==> src/sv/dtas_pkg.sv <==
package dtas_pkg;

	// field widths
	localparam int DATE_W = 27;
	localparam int TIME_W = 18;
	localparam int YEAR_W = 14;
	localparam int HOUR_W = 5;
	localparam int PAIR_W = 7;
	localparam int REM_W  = 14;
	localparam int DAY_W  = 5;

	// number of register stages from request to result
	localparam int NUM_STAGES = 7;

	// action codes
	localparam logic ACT_ADD = 1'b0;
	localparam logic ACT_SUB = 1'b1;

	// decimal scale factors
	localparam logic [13:0] SCALE_10K = 14'd10000;
	localparam logic [6:0]  SCALE_100 = 7'd100;

	// reciprocals: x/10000 = ((x>>4)*M)>>33 for 23 bits, >>24 with M' for 14 bits,
	// x/100 = ((x>>2)*5243)>>17 for x below 10000
	localparam logic [23:0] YEAR_MUL = 24'd13743896;
	localparam logic [14:0] HOUR_MUL = 15'd26844;
	localparam logic [12:0] CENT_MUL = 13'd5243;

	// calendar and clock limits
	localparam logic [13:0] YEAR_MAX      = 14'd9999;
	localparam logic [6:0]  MONTH_MAX     = 7'd12;
	localparam logic [4:0]  DEC_LEN       = 5'd31;
	localparam logic [4:0]  FEB_LEAP_LEN  = 5'd29;
	localparam logic [6:0]  SEC_MAX       = 7'd59;
	localparam logic [7:0]  SEC_PER_MIN   = 8'd60;
	localparam logic [4:0]  HOUR_MAX      = 5'd23;
	localparam logic [5:0]  HOURS_PER_DAY = 6'd24;
	localparam logic [17:0] INTERVAL_MAX  = 18'd240000;
	localparam logic [17:0] TIME_MAX      = 18'd235959;
	localparam logic [26:0] DATE_MAX      = 27'd99991231;

	localparam logic [DAY_W-1:0] MONTH_LEN [0:12] = '{
		5'd0, 5'd31, 5'd28, 5'd31, 5'd30, 5'd31, 5'd30,
		5'd31, 5'd31, 5'd30, 5'd31, 5'd30, 5'd31
	};

	// per-stage load enables
	typedef struct packed {
		logic s1;
		logic s2;
		logic s3;
		logic s4;
		logic s5;
		logic s6;
		logic s7;
	} dtas_en_t;

	// request split into decimal fields
	typedef struct packed {
		logic              action;
		logic              iv_big;
		logic [DATE_W-1:0] dv;
		logic [TIME_W-1:0] tv;
		logic [YEAR_W-1:0] year;
		logic [PAIR_W-1:0] month;
		logic [PAIR_W-1:0] day;
		logic [HOUR_W-1:0] hour;
		logic [PAIR_W-1:0] minute;
		logic [PAIR_W-1:0] second;
		logic [HOUR_W-1:0] int_h;
		logic [PAIR_W-1:0] int_m;
		logic [PAIR_W-1:0] int_s;
	} dtas_fields_t;

	// adjusted date and time
	typedef struct packed {
		logic              bad;
		logic [DATE_W-1:0] dv;
		logic [TIME_W-1:0] tv;
		logic [YEAR_W-1:0] year;
		logic [PAIR_W-1:0] month;
		logic [PAIR_W-1:0] day;
		logic [HOUR_W-1:0] hour;
		logic [PAIR_W-1:0] minute;
		logic [PAIR_W-1:0] second;
	} dtas_adj_t;

	// quotient by 100 of a value below 10000
	function automatic logic [PAIR_W-1:0] div100(input logic [REM_W-1:0] r);
		logic [24:0] prod;
		prod = 25'(r[REM_W-1:2]) * 25'(CENT_MUL);
		return prod[23:17];
	endfunction

	// remainder by 100 given the quotient
	function automatic logic [PAIR_W-1:0] mod100(input logic [REM_W-1:0] r,
			input logic [PAIR_W-1:0] q);
		logic [REM_W-1:0] diff;
		diff = r - REM_W'(q) * REM_W'(SCALE_100);
		return diff[PAIR_W-1:0];
	endfunction

	// month length, zero for a month outside 1..12; leap year when divisible by 4
	function automatic logic [DAY_W-1:0] days_in(input logic [YEAR_W-1:0] year,
			input logic [PAIR_W-1:0] month);
		logic [DAY_W-1:0] n;
		if (month == 7'd0 || month > MONTH_MAX) begin
			n = '0;
		end else if (month == 7'd2 && year[1:0] == 2'b00) begin
			n = FEB_LEAP_LEN;
		end else begin
			n = MONTH_LEN[month[3:0]];
		end
		return n;
	endfunction

endpackage

==> src/sv/dtas_if.sv <==
// request channel
interface dtas_req_if;
	import dtas_pkg::*;
	logic              valid;
	logic              ready;
	logic              action;
	logic [DATE_W-1:0] date_value;
	logic [TIME_W-1:0] time_value;
	logic [TIME_W-1:0] interval;

	modport source (output valid, action, date_value, time_value, interval, input ready);
	modport sink (input valid, action, date_value, time_value, interval, output ready);
endinterface

// result channel
interface dtas_res_if;
	import dtas_pkg::*;
	logic              valid;
	logic              ready;
	logic [DATE_W-1:0] new_date;
	logic [TIME_W-1:0] new_time;
	logic              bad_input;

	modport source (output valid, new_date, new_time, bad_input, input ready);
	modport sink (input valid, new_date, new_time, bad_input, output ready);
endinterface

==> src/sv/dtas_split.sv <==
module dtas_split (
	input  logic                          clk,
	input  dtas_pkg::dtas_en_t            en,
	input  logic                          action,
	input  logic [dtas_pkg::DATE_W-1:0]   date_value,
	input  logic [dtas_pkg::TIME_W-1:0]   time_value,
	input  logic [dtas_pkg::TIME_W-1:0]   interval,
	output dtas_pkg::dtas_fields_t        fields
);
	import dtas_pkg::*;

	// stage 1: request register
	logic              act_s1;
	logic [DATE_W-1:0] dv_s1;
	logic [TIME_W-1:0] tv_s1;
	logic [TIME_W-1:0] iv_s1;

	// stage 2: high parts
	logic              act_s2, ivbig_s2;
	logic [DATE_W-1:0] dv_s2;
	logic [TIME_W-1:0] tv_s2, iv_s2;
	logic [YEAR_W-1:0] year_s2;
	logic [HOUR_W-1:0] hour_s2, ih_s2;

	// stage 3: low four digits
	logic              act_s3, ivbig_s3;
	logic [DATE_W-1:0] dv_s3;
	logic [TIME_W-1:0] tv_s3;
	logic [YEAR_W-1:0] year_s3;
	logic [HOUR_W-1:0] hour_s3, ih_s3;
	logic [REM_W-1:0]  remd_s3, remt_s3, remi_s3;

	// stage 4: middle digit pairs
	logic              act_s4, ivbig_s4;
	logic [DATE_W-1:0] dv_s4;
	logic [TIME_W-1:0] tv_s4;
	logic [YEAR_W-1:0] year_s4;
	logic [HOUR_W-1:0] hour_s4, ih_s4;
	logic [REM_W-1:0]  remd_s4, remt_s4, remi_s4;
	logic [PAIR_W-1:0] month_s4, minute_s4, im_s4;

	// stage 5: all fields
	dtas_fields_t fields_s5;

	logic [46:0]       yprod;
	logic [28:0]       hprod, iprod;
	logic [DATE_W-1:0] dprod, ddiff;
	logic [TIME_W-1:0] tprod, tdiff, ipr2, idiff;

	// divide by 10000 with reciprocal multiplies
	assign yprod = 47'(dv_s1[DATE_W-1:4]) * 47'(YEAR_MUL);
	assign hprod = 29'(tv_s1[TIME_W-1:4]) * 29'(HOUR_MUL);
	assign iprod = 29'(iv_s1[TIME_W-1:4]) * 29'(HOUR_MUL);

	// remainders below 10000
	assign dprod = DATE_W'(year_s2) * DATE_W'(SCALE_10K);
	assign ddiff = dv_s2 - dprod;
	assign tprod = TIME_W'(hour_s2) * TIME_W'(SCALE_10K);
	assign tdiff = tv_s2 - tprod;
	assign ipr2  = TIME_W'(ih_s2) * TIME_W'(SCALE_10K);
	assign idiff = iv_s2 - ipr2;

	always_ff @(posedge clk) begin
		if (en.s1) begin
			act_s1 <= action;
			dv_s1  <= date_value;
			tv_s1  <= time_value;
			iv_s1  <= interval;
		end
		if (en.s2) begin
			act_s2   <= act_s1;
			ivbig_s2 <= iv_s1 > INTERVAL_MAX;
			dv_s2    <= dv_s1;
			tv_s2    <= tv_s1;
			iv_s2    <= iv_s1;
			year_s2  <= yprod[46:33];
			hour_s2  <= hprod[28:24];
			ih_s2    <= iprod[28:24];
		end
		if (en.s3) begin
			act_s3   <= act_s2;
			ivbig_s3 <= ivbig_s2;
			dv_s3    <= dv_s2;
			tv_s3    <= tv_s2;
			year_s3  <= year_s2;
			hour_s3  <= hour_s2;
			ih_s3    <= ih_s2;
			remd_s3  <= ddiff[REM_W-1:0];
			remt_s3  <= tdiff[REM_W-1:0];
			remi_s3  <= idiff[REM_W-1:0];
		end
		if (en.s4) begin
			act_s4    <= act_s3;
			ivbig_s4  <= ivbig_s3;
			dv_s4     <= dv_s3;
			tv_s4     <= tv_s3;
			year_s4   <= year_s3;
			hour_s4   <= hour_s3;
			ih_s4     <= ih_s3;
			remd_s4   <= remd_s3;
			remt_s4   <= remt_s3;
			remi_s4   <= remi_s3;
			month_s4  <= div100(remd_s3);
			minute_s4 <= div100(remt_s3);
			im_s4     <= div100(remi_s3);
		end
		if (en.s5) begin
			fields_s5.action <= act_s4;
			fields_s5.iv_big <= ivbig_s4;
			fields_s5.dv     <= dv_s4;
			fields_s5.tv     <= tv_s4;
			fields_s5.year   <= year_s4;
			fields_s5.month  <= month_s4;
			fields_s5.day    <= mod100(remd_s4, month_s4);
			fields_s5.hour   <= hour_s4;
			fields_s5.minute <= minute_s4;
			fields_s5.second <= mod100(remt_s4, minute_s4);
			fields_s5.int_h  <= ih_s4;
			fields_s5.int_m  <= im_s4;
			fields_s5.int_s  <= mod100(remi_s4, im_s4);
		end
	end

	assign fields = fields_s5;

endmodule

==> src/sv/dtas_adjust.sv <==
module dtas_adjust (
	input  logic                   clk,
	input  dtas_pkg::dtas_en_t     en,
	input  dtas_pkg::dtas_fields_t fields,
	output dtas_pkg::dtas_adj_t    adj
);
	import dtas_pkg::*;

	dtas_adj_t adj_s6;

	logic [DAY_W-1:0]  dim, dim_prev;
	logic              bad_in, spill, ovf, is_sub;
	logic [7:0]        s_sum, m_sum, s_add, m_add;
	logic [7:0]        s_sub, m_sub, m_take;
	logic [5:0]        h_sum, h_add, h_take, h_sub;
	logic              c_s, c_m, spill_add, b_s, b_m, spill_sub;
	logic [YEAR_W-1:0] year_n;
	logic [PAIR_W-1:0] month_n, day_n;

	assign is_sub = fields.action == ACT_SUB;

	// range checks on date, time and interval
	assign dim      = days_in(fields.year, fields.month);
	assign dim_prev = days_in(fields.year, fields.month - 7'd1);
	assign bad_in = (fields.year > YEAR_MAX) || (fields.day == 7'd0) ||
		(fields.day > PAIR_W'(dim)) || (fields.hour > HOUR_MAX) ||
		(fields.minute > SEC_MAX) || (fields.second > SEC_MAX) ||
		fields.iv_big || (fields.int_m > SEC_MAX) || (fields.int_s > SEC_MAX);

	// add with carry per unit
	assign s_sum     = 8'(fields.second) + 8'(fields.int_s);
	assign c_s       = s_sum > 8'(SEC_MAX);
	assign s_add     = c_s ? s_sum - SEC_PER_MIN : s_sum;
	assign m_sum     = 8'(fields.minute) + 8'(fields.int_m) + 8'(c_s);
	assign c_m       = m_sum > 8'(SEC_MAX);
	assign m_add     = c_m ? m_sum - SEC_PER_MIN : m_sum;
	assign h_sum     = 6'(fields.hour) + 6'(fields.int_h) + 6'(c_m);
	assign spill_add = h_sum > 6'(HOUR_MAX);
	assign h_add     = spill_add ? h_sum - HOURS_PER_DAY : h_sum;

	// subtract with borrow per unit
	assign b_s       = fields.second < fields.int_s;
	assign s_sub     = b_s ? 8'(fields.second) + SEC_PER_MIN - 8'(fields.int_s)
		: 8'(fields.second) - 8'(fields.int_s);
	assign m_take    = 8'(fields.int_m) + 8'(b_s);
	assign b_m       = 8'(fields.minute) < m_take;
	assign m_sub     = b_m ? 8'(fields.minute) + SEC_PER_MIN - m_take
		: 8'(fields.minute) - m_take;
	assign h_take    = 6'(fields.int_h) + 6'(b_m);
	assign spill_sub = 6'(fields.hour) < h_take;
	assign h_sub     = spill_sub ? 6'(fields.hour) + HOURS_PER_DAY - h_take
		: 6'(fields.hour) - h_take;

	assign spill = is_sub ? spill_sub : spill_add;

	// one day forward or back
	always_comb begin
		year_n  = fields.year;
		month_n = fields.month;
		day_n   = fields.day;
		ovf     = 1'b0;
		if (spill && !is_sub) begin
			if (fields.day == PAIR_W'(dim)) begin
				day_n = 7'd1;
				if (fields.month == MONTH_MAX) begin
					month_n = 7'd1;
					if (fields.year == YEAR_MAX) begin
						ovf = 1'b1;
					end else begin
						year_n = fields.year + 14'd1;
					end
				end else begin
					month_n = fields.month + 7'd1;
				end
			end else begin
				day_n = fields.day + 7'd1;
			end
		end else if (spill && is_sub) begin
			priority if (fields.day > 7'd1) begin
				day_n = fields.day - 7'd1;
			end else if (fields.month > 7'd1) begin
				month_n = fields.month - 7'd1;
				day_n   = PAIR_W'(dim_prev);
			end else if (fields.year == '0) begin
				ovf = 1'b1;
			end else begin
				year_n  = fields.year - 14'd1;
				month_n = MONTH_MAX;
				day_n   = PAIR_W'(DEC_LEN);
			end
		end
	end

	always_ff @(posedge clk) begin
		if (en.s6) begin
			adj_s6.bad    <= bad_in || ovf;
			adj_s6.dv     <= fields.dv;
			adj_s6.tv     <= fields.tv;
			adj_s6.year   <= year_n;
			adj_s6.month  <= month_n;
			adj_s6.day    <= day_n;
			adj_s6.hour   <= is_sub ? h_sub[HOUR_W-1:0] : h_add[HOUR_W-1:0];
			adj_s6.minute <= is_sub ? m_sub[PAIR_W-1:0] : m_add[PAIR_W-1:0];
			adj_s6.second <= is_sub ? s_sub[PAIR_W-1:0] : s_add[PAIR_W-1:0];
		end
	end

	assign adj = adj_s6;

endmodule

==> src/sv/dtas_pack.sv <==
module dtas_pack (
	input  logic                        clk,
	input  dtas_pkg::dtas_en_t          en,
	input  dtas_pkg::dtas_adj_t         adj,
	output logic [dtas_pkg::DATE_W-1:0] new_date,
	output logic [dtas_pkg::TIME_W-1:0] new_time,
	output logic                        bad_input
);
	import dtas_pkg::*;

	logic [DATE_W-1:0] date_s7, date_n;
	logic [TIME_W-1:0] time_s7, time_n;
	logic              bad_s7;

	// pack back to decimal
	assign date_n = DATE_W'(adj.year) * DATE_W'(SCALE_10K) +
		DATE_W'(adj.month) * DATE_W'(SCALE_100) + DATE_W'(adj.day);
	assign time_n = TIME_W'(adj.hour) * TIME_W'(SCALE_10K) +
		TIME_W'(adj.minute) * TIME_W'(SCALE_100) + TIME_W'(adj.second);

	// result register, rejected requests pass through
	always_ff @(posedge clk) begin
		if (en.s7) begin
			date_s7 <= adj.bad ? adj.dv : date_n;
			time_s7 <= adj.bad ? adj.tv : time_n;
			bad_s7  <= adj.bad;
		end
	end

	assign new_date  = date_s7;
	assign new_time  = time_s7;
	assign bad_input = bad_s7;

endmodule

==> src/sv/date_time_add_subtract.sv <==
// seven register stages; a result is valid once its accepted request has passed them all
// one request per cycle but for result stalls; stages move independently, bubbles fill in
// the pipeline of 7 stage registers is the only limit on items in flight
// reset: arst_n clears all stage valid bits at once, payload registers are not reset
// ready to accept right after reset
module date_time_add_subtract (
	input logic        clk,
	input logic        arst_n,
	dtas_req_if.sink   req,
	dtas_res_if.source result
);
	import dtas_pkg::*;

	logic [NUM_STAGES-1:0] vld_q, vld_prev, rdy;
	dtas_en_t              en;
	dtas_fields_t          fields;
	dtas_adj_t             adj;

	// a stage loads when empty or when the next one moves
	always_comb begin
		rdy[NUM_STAGES-1] = !vld_q[NUM_STAGES-1] || result.ready;
		for (int k = NUM_STAGES - 2; k >= 0; k--) begin
			rdy[k] = !vld_q[k] || rdy[k+1];
		end
	end

	assign vld_prev = {vld_q[NUM_STAGES-2:0], req.valid};
	assign en       = '{s1: rdy[0], s2: rdy[1], s3: rdy[2], s4: rdy[3],
		s5: rdy[4], s6: rdy[5], s7: rdy[6]};

	// stage valid bits
	always_ff @(posedge clk or negedge arst_n) begin
		if (!arst_n) begin
			vld_q <= '0;
		end else begin
			vld_q <= (rdy & vld_prev) | (~rdy & vld_q);
		end
	end

	assign req.ready    = rdy[0];
	assign result.valid = vld_q[NUM_STAGES-1];

	dtas_split u_split (
		.clk        (clk),
		.en         (en),
		.action     (req.action),
		.date_value (req.date_value),
		.time_value (req.time_value),
		.interval   (req.interval),
		.fields     (fields)
	);

	dtas_adjust u_adjust (
		.clk    (clk),
		.en     (en),
		.fields (fields),
		.adj    (adj)
	);

	dtas_pack u_pack (
		.clk       (clk),
		.en        (en),
		.adj       (adj),
		.new_date  (result.new_date),
		.new_time  (result.new_time),
		.bad_input (result.bad_input)
	);

	// back pressure only when every stage holds a request
	a_full_stall: assert property (@(posedge clk) disable iff (!arst_n)
		!req.ready |-> (&vld_q) && !result.ready)
		else $error("request refused with an empty stage");

	// accepted request lands in the first stage
	a_accept_loads: assert property (@(posedge clk) disable iff (!arst_n)
		req.valid && req.ready |=> vld_q[0])
		else $error("accepted request lost");

	// good results are in range
	a_time_range: assert property (@(posedge clk) disable iff (!arst_n)
		result.valid && !result.bad_input |-> result.new_time <= TIME_MAX)
		else $error("time out of range");

	a_date_range: assert property (@(posedge clk) disable iff (!arst_n)
		result.valid && !result.bad_input |-> result.new_date <= DATE_MAX)
		else $error("date out of range");

endmodule

==> src/flat_wrapper.sv <==
// flat-port wrapper written by rule: the top's interface ports become plain ports
module date_time_add_subtract_flat import dtas_pkg::*;
  (clk, arst_n, req_valid, req_action, req_date_value, req_time_value, req_interval, req_ready, result_valid, result_new_date, result_new_time, result_bad_input, result_ready);
  dtas_req_if req_i ();
  dtas_res_if result_i ();
  input logic clk;
  input logic arst_n;
  input wire logic [$bits(req_i.valid)-1:0] req_valid;
  input wire logic [$bits(req_i.action)-1:0] req_action;
  input wire logic [$bits(req_i.date_value)-1:0] req_date_value;
  input wire logic [$bits(req_i.time_value)-1:0] req_time_value;
  input wire logic [$bits(req_i.interval)-1:0] req_interval;
  output wire logic [$bits(req_i.ready)-1:0] req_ready;
  output wire logic [$bits(result_i.valid)-1:0] result_valid;
  output wire logic [$bits(result_i.new_date)-1:0] result_new_date;
  output wire logic [$bits(result_i.new_time)-1:0] result_new_time;
  output wire logic [$bits(result_i.bad_input)-1:0] result_bad_input;
  input wire logic [$bits(result_i.ready)-1:0] result_ready;
  assign req_i.valid = req_valid;
  assign req_i.action = req_action;
  assign req_i.date_value = req_date_value;
  assign req_i.time_value = req_time_value;
  assign req_i.interval = req_interval;
  assign req_ready = req_i.ready;
  assign result_valid = result_i.valid;
  assign result_new_date = result_i.new_date;
  assign result_new_time = result_i.new_time;
  assign result_bad_input = result_i.bad_input;
  assign result_i.ready = result_ready;
  date_time_add_subtract u_core (.clk(clk), .arst_n(arst_n), .req(req_i), .result(result_i));
endmodule
==> config.mk <==
export PLATFORM = sky130hd
export DESIGN_NAME = date_time_add_subtract_flat
export DESIGN_NICKNAME = d
export VERILOG_FILES = /design/src/sv/dtas_pkg.sv /design/src/sv/dtas_if.sv /design/src/sv/dtas_split.sv /design/src/sv/dtas_adjust.sv /design/src/sv/dtas_pack.sv /design/src/sv/date_time_add_subtract.sv /design/src/flat_wrapper.sv
export SDC_FILE = /design/constraint.sdc
export NUM_CORES = 2
export LEC_CHECK = 0
export BUFFER_PORTS_ARGS = -buffer_cell sky130_fd_sc_hd__buf_2
export CAP_MARGIN = 10
export CORE_MARGIN = 8
export CORE_UTILIZATION = 61
export CTS_BUF_LIST = sky130_fd_sc_hd__clkbuf_4
export DETAILED_ROUTE_END_ITERATION = 10
export PLACE_DENSITY = 0.78
export SLEW_MARGIN = 30
export SYNTH_ARGS = -nofsm -noshare
export SYNTH_HDL_FRONTEND = slang
export SYNTH_SLANG_ARGS = --single-unit
==> constraint.sdc <==
create_clock -name clk -period 9.97 [get_ports clk]
set_input_delay 0.4985 -clock clk [delete_from_list [all_inputs] [get_ports clk]]
set_output_delay 0.4985 -clock clk [all_outputs]
set_load 0.05 [all_outputs]
Yosys cells after proc, flatten, opt, wreduce, memory -nomap -nowiden
Memories as Yosys holds them, arrays and structs flattened.
Cells that the tools add are included.
Widths: inputs -> output; s select.
- memory bits (writable): 0
- memories kept: 2
- logic and storage cells: 229
- latch bits: 0
- memory bits (read-only): 160
- bits of input ports: 68
- output and inout port bits: 48
- bits in registers: 634
- shift operators: 0
- bitwise logic cells: 6
- eq/ne operators: 5
- divide/modulo/power cells: 0
- muxes and demuxes: 49
- reductions and logical operators: 35
- $mul: 16
- $lt $le $gt $ge: 20
- $add $sub $neg: 35
- memory list (name ; words ; width ; rd ports ; clocked after Yosys merged registers in ; wr ports ; RTL line ; text):
    (name not given) ; 16 ; 5 ; 1 ; 0 ; 0 ; dtas_pkg.sv:112 ; n = MONTH_LEN[month[3:0]];
    (name not given) ; 16 ; 5 ; 1 ; 0 ; 0 ; dtas_pkg.sv:112 ;
- operator list (operator ; count):
    $mux 7 ; 19
    $mux 14 ; 8
    $mul 12x13->24 const B ; 3
    $mux 5 ; 11
    $mul 14x13->27 const B ; 2
    $sub 7x7->7 ; 7
    $mul 23x21->44 const B ; 1
    $sub 14x14->14 ; 3
    $gt 7x6->1 const B ; 4
    $add 27x14->27 ; 1
    $add 27x7->27 ; 1
    $mux 27 ; 1
    $mul 7x5->12 const B ; 2
    $mul 14x10->23 const B ; 1
    $logic_not 7->1 ; 3
    $mul 7x5->5 const B ; 3
    $mul 5x10->10 const B ; 2
    $add 18x14->18 ; 1
    $add 18x7->18 ; 1
    $gt 18x18->1 const B ; 1
    $logic_or 1x1->1 ; 18
    $mux 18 ; 1
    $add 7x7->8 ; 2
    $gt 8x6->1 const B ; 2
    other kinds (39) ; 68

Logic depth before layout (Yosys ltp)
- word-level depth: 15
- mapped depth: 35
- depth with buffers taken out: 35

Hierarchy
A second synthesis with hierarchy kept.
- cells, all modules: 4601
- area, all modules: 54160.7 um^2
- by module, submodules not included (module ; area each (um^2) ; sequential area each (um^2) ; cells an instance ; times used):
    dtas_split ; 38454.4 ; 14053.5 ; 2964 ; 1
    dtas_adjust ; 7848.8 ; 2792.7 ; 804 ; 1
    dtas_pack ; 7568.5 ; 1381.3 ; 809 ; 1
    date_time_add_subtract ; 289.0 ; 175.2 ; 24 ; 1

Least setup slack after synthesis
Ideal clock, no wire load.
- path type: flip-flop to flip-flop
- start point: register with a tool-made name
- end point: register u_core.u_split.act_s1 (enable)
- stages on the path, launching flop included: 5
- buffers on the path: 0
- period minus slack after synthesis: 7998 ps
- slack: 1972 ps
- data required time: 8805 ps
- library setup time: 1165 ps
- arrival: 6832 ps
- cell sequence: dfrtp_1 > nor2b_1 > nand3_1 > nor2_1 > nand4_1
- RTL lines (what ; RTL line ; text):
    end signal: assignment ; dtas_split.sv:65 ; act_s1 <= action;
    end: declaration ; dtas_split.sv:13 ; logic act_s1;

Worst setup path after layout
- start point: register u_core.u_split.fields_s5, in the netlist u_core.u_split.fields[2]
- end point: register u_core.u_adjust.adj_s6, in the netlist u_core.u_adjust.adj[43], data pin
- longest elaborated chain between the ends: 10
- elaborated cells between the ends (all ways): 16
- those cells by class: add/sub (5); order compare (6); mux (3); reduce/logical (2)
- ends and longest elaborated chain (what ; RTL line ; text):
    start: declaration ; dtas_split.sv:43 ; dtas_fields_t fields_s5;
    $add 7x7->8 ; dtas_adjust.sv:31 ; assign s_sum = 8'(fields.second) + 8'(fields.int_s);
    $gt 8x6->1 ; dtas_adjust.sv:32 ; assign c_s = s_sum > 8'(SEC_MAX);
    $add 8x1->8 ; dtas_adjust.sv:34 ; assign m_sum = 8'(fields.minute) + 8'(fields.int_m) + 8'(c_s);
    $gt 8x6->1 ; dtas_adjust.sv:35 ; assign c_m = m_sum > 8'(SEC_MAX);
    $add 6x1->6 ; dtas_adjust.sv:37 ; assign h_sum = 6'(fields.hour) + 6'(fields.int_h) + 6'(c_m);
    $gt 6x5->1 ; dtas_adjust.sv:38 ; assign spill_add = h_sum > 6'(HOUR_MAX);
    $mux 1 (*) ; dtas_adjust.sv:54 ; assign spill = is_sub ? spill_sub : spill_add;
    $logic_and 1x1->1 ; dtas_adjust.sv:78 ; end else if (spill && is_sub) begin
    $mux 14 ; dtas_adjust.sv:78 ;
    $mux 14 (*) ; dtas_adjust.sv:62 ; if (spill && !is_sub) begin
    via u_core.u_adjust.year_n[10] ; dtas_adjust.sv:17 ; logic [YEAR_W-1:0] year_n;
    end: declaration ; dtas_adjust.sv:9 ; dtas_adj_t adj_s6;
The timed path passes the listed nets; every way through them passes the cells marked *.
A chain may end at the register's enable or synchronous reset.

==> results summary <==
The run finished with clean final reports. The final worst-path cycle share came out at 0.825. The number of synthesized flops with an enable pin came out at 607.

The die area came out at 97,700 sq um. In this run, post-CTS repair resized a total of 0 instances. The layout has 6,534 filler cells. The largest individual stage delay along the critical path comes from the cell sky130_fd_sc_hd__a41oi_1. The post-synthesis average cell area is 11.7 sq um. The total vias in the final route came out at 32.8k. The later-pin clock latency in the skew report came out at 1.00 ns. The hold violation count in the final report came out at 0. The clock transition at the registers of the reported paths is 0.07 ns. After detailed routing, the number of remaining DRC violations is 0.

The post-synthesis instance area came out at 53,700 sq um. For this run, the slowest stage of the critical path takes 0.55 ns. Setup violations remaining at the end of the flow were counted as 0. The count of mapped cells out of synthesis came out at 4,573. By area the synthesized netlist is led by sky130_fd_sc_hd__edfxtp_1, sky130_fd_sc_hd__ha_1, sky130_fd_sc_hd__fa_1. The count of maximum capacitance violations came out at 0. STA classifies the critical path startpoint as a flop. The maximum number of pins on one net before global-route repair came out at 87. The layout overhead on the synthesized area came out at 9.03%. The final RePlAce weighted congestion is 0.910.

The fmax came out at 122 MHz. The number of DRC markers after the initial detailed-route iteration came out at 1,660. The number of warnings issued by yosys is 0. The tree is rooted in a sky130_fd_sc_hd__clkbuf_4.

The critical path launch point is u_core.u_split.fields[2]. The HPWL after detailed placement is 86,800 microns. The clock passes through at most 3 buffers. The global-route wire length before repair came out at 176,000 microns.

At the pin with the least slew margin, the transition time is 0.921 ns. The worst path arrival time came out at 8.94 ns. TritonCTS built the clock tree. The reg-to-reg startpoint is u_core.u_split.fields[2]. The standard-cell row count is 109. The shortest clock period the worst path allows after layout came out at 8.23 ns. Before antenna repair, the detailed router went through 7 iterations. Once detail routing completed, the nets flagged for antenna violations numbered 0.

The total routing usage reported by global routing came out at 0.223. The detailed-route wire length per cell is 17.2 microns. The critical path endpoint category is a flop.

The number of nets handed over by synthesis was 6,115. CTS saw 614 sinks. The aggregate routed wire length is 106,000 microns. The highest net fanout along the worst path is 10. The H-tree depth came out at 4. The average via count per standard cell came out at 5.30. The path class of the tightest hold or removal check is input port to flop. The critical path required time came out at 10.69 ns.

The count of pins over their slew limit is 0. Input and output buffers added on the ports amount to 115. For this run, the post-layout net count is 6,443.

The worst hold path begins at req_date_value[21]. The count of different cell masters after synthesis came out at 90. The initial antenna violation count came to 3. The most common cell after layout, fill and taps aside is sky130_fd_sc_hd__inv_1. Buffers inserted during clock tree synthesis total 160. In the final layout, the share of cells above drive strength 1 is 0.0859. After synthesis the netlist holds a flip-flop and latch count of 614. In this run the count of I/O pins placed on the die edge is 116. The area share of the largest cell type after synthesis is 0.340. The die is 313 microns wide. The number of global-route vias before repair is 34.8k. For this run, the register share of the synthesized area comes to 0.343. Setup repair after global routing left no endpoint under its margin.

The aggregate negative setup slack came out at 0 ns. The most used cell along the critical path is sky130_fd_sc_hd__ha_1. The largest total area in the synthesized netlist belongs to sky130_fd_sc_hd__edfxtp_1. In the layout the commonest cells are sky130_fd_sc_hd__inv_1, sky130_fd_sc_hd__ha_1, sky130_fd_sc_hd__edfxtp_1.

The area of the core region is 87,800 sq um. Clock skew on the completed layout was measured at 0.0603 ns. The async set or reset register ratio after synthesis came out at 0.0114. The total global routing overflow is 0. Measured against its own limit, the worst slew margin works out to 0.386.

For this run, the leading register cell type out of synthesis is sky130_fd_sc_hd__edfxtp_1. The worst setup path is of the flop to flop kind. The internal reg-to-reg setup slack came out at 1.74 ns. The initial utilization of the core area, before any placement, comes to 0.611. The vertical die dimension is 313 microns.
==> metal layers <==
metal / GRT usage / vias up / share of wire
met5: 0 / - / 0.00012
met4: 0.0705 / 2 / 0.024
met3: 0.0353 / 168 / 0.050
met2: 0.363 / 736 / 0.47
met1: 0.309 / 15800 / 0.46
li1: - / 16000 / -
==> sequential cells by signal, summed over array words and instances, names as in the netlist, 18 cells and up, named ones only <==
register	count
u_core.u_split.fields	109
u_core.u_adjust.adj	93
u_core.u_pack.new_date	27
u_core.u_split.dv_s1	27
u_core.u_split.dv_s2	27
u_core.u_split.dv_s3	27
u_core.u_split.dv_s4	27
u_core.u_pack.new_time	18
u_core.u_split.iv_s1	18
u_core.u_split.tv_s1	18
u_core.u_split.tv_s2	18
u_core.u_split.tv_s3	18
u_core.u_split.tv_s4	18
==> synth_stat cells (5+ instances only) <==
cell	count
sky130_fd_sc_hd__nor3_2	5
sky130_fd_sc_hd__o21ai_0	134
sky130_fd_sc_hd__nand4_1	21
sky130_fd_sc_hd__clkbuf_1	20
sky130_fd_sc_hd__nor4_1	7
sky130_fd_sc_hd__a31o_2	5
sky130_fd_sc_hd__fa_1	515
sky130_fd_sc_hd__mux2i_1	11
sky130_fd_sc_hd__xor2_1	75
sky130_fd_sc_hd__xnor2_1	175
sky130_fd_sc_hd__and3_1	25
sky130_fd_sc_hd__edfxtp_1	607
sky130_fd_sc_hd__a211o_1	5
sky130_fd_sc_hd__o31ai_1	9
sky130_fd_sc_hd__mux2_2	15
sky130_fd_sc_hd__o21bai_1	20
sky130_fd_sc_hd__o211ai_1	14
sky130_fd_sc_hd__o22ai_1	13
sky130_fd_sc_hd__nand2_1	123
sky130_fd_sc_hd__a22oi_1	5
sky130_fd_sc_hd__a21o_1	73
sky130_fd_sc_hd__nor3_1	38
sky130_fd_sc_hd__and2_1	12
sky130_fd_sc_hd__o21ai_1	5
sky130_fd_sc_hd__dfrtp_1	7
sky130_fd_sc_hd__a31oi_1	22
sky130_fd_sc_hd__o21a_1	29
sky130_fd_sc_hd__or2_2	10
sky130_fd_sc_hd__nand2b_1	21
sky130_fd_sc_hd__nand3_1	60
sky130_fd_sc_hd__nor2b_1	38
sky130_fd_sc_hd__or3_1	16
sky130_fd_sc_hd__ha_1	959
sky130_fd_sc_hd__a21oi_1	150
sky130_fd_sc_hd__inv_1	1080
sky130_fd_sc_hd__a211oi_1	22
sky130_fd_sc_hd__nor2_1	120
sky130_fd_sc_hd__a21boi_0	15
==> timing repair <==
action                    CTS  global route
hold endpoints to repair   73             0
buffers inserted            0             0
hold buffers               68             0
==> per-stage QoR <==
stage | hold slack [ns] | std cells | util | worst slack (ns) | area [sq um]
2_1_floorplan | 0.203 | 4573 | - | 1.97 | 53700
3_3_place_gp | 0.365 | 5836 | 0.634 | 1.93 | 55700
3_5_place_dp | 0.373 | 5836 | 0.634 | 1.78 | 55700
4_1_cts | 0.0480 | 6180 | 0.666 | 1.79 | 58500
5_1_grt | 0.112 | 6182 | 0.666 | 0.856 | 58500
6_report | 0.227 | 6182 | 0.666 | 1.74 | 58500
==> area by class of cell <==
cell class / instances / area [sq um] / share of cell area
multi-input combinational: 2849 / 31100 / 0.532
sequential: 614 / 18400 / 0.314
inverter: 1082 / 4070 / 0.0695
clock buffer: 220 / 1650 / 0.0282
tap: 1165 / 1460 / 0.0249
timing repair buffer: 194 / 1340 / 0.0229
clock inverter: 56 / 454 / 0.00776
antenna: 2 / 5.00 / 0.0000855
==> cells by family after synthesis <==
| logic type | count (synthesis) | share of synthesized area |
|---|---|---|
| adders and majority gates | 1475 | 0.416 |
| xor gates and xnor gates | 250 | 0.0408 |
| DFF | 614 | 0.343 |
| and+or+nand+nor | 526 | 0.0498 |
| buffers and inverters | 1110 | 0.0777 |
| muxes | 27 | 0.00548 |
| AOI/OAI and AO/OA | 571 | 0.0676 |
==> path summary, 6_finish.rpt <==
| path | end | depth (start not counted) |
|---|---|---|
| worst max-delay path | u_core.u_adjust.adj[43] | 33 |
| worst min-delay path | u_core.u_split.dv_s1[21] | 2 |
| worst max register to register | u_core.u_adjust.adj[43] | 33 |
| worst min register to register | u_core.u_split.fields[50] | 0 |
| max in group asynchronous | async pin | 3 |
| min in group asynchronous | async pin | 3 |
==> worst max-delay path, delay by kind of cell (launching register included) <==
family / cells / cell delay, ns
flip-flops: 1 / 0.42
AO/OA/AOI/OAI: 13 / 2.56
AND/OR/NAND/NOR: 7 / 1.85
buffers and inverters: 3 / 0.38
adder cells (fa/ha/maj): 7 / 2.00
XOR/XNOR: 3 / 0.79
Power is not shown: default switching activity piles up to over one toggle a cycle in this logic, so the estimate is an artifact.
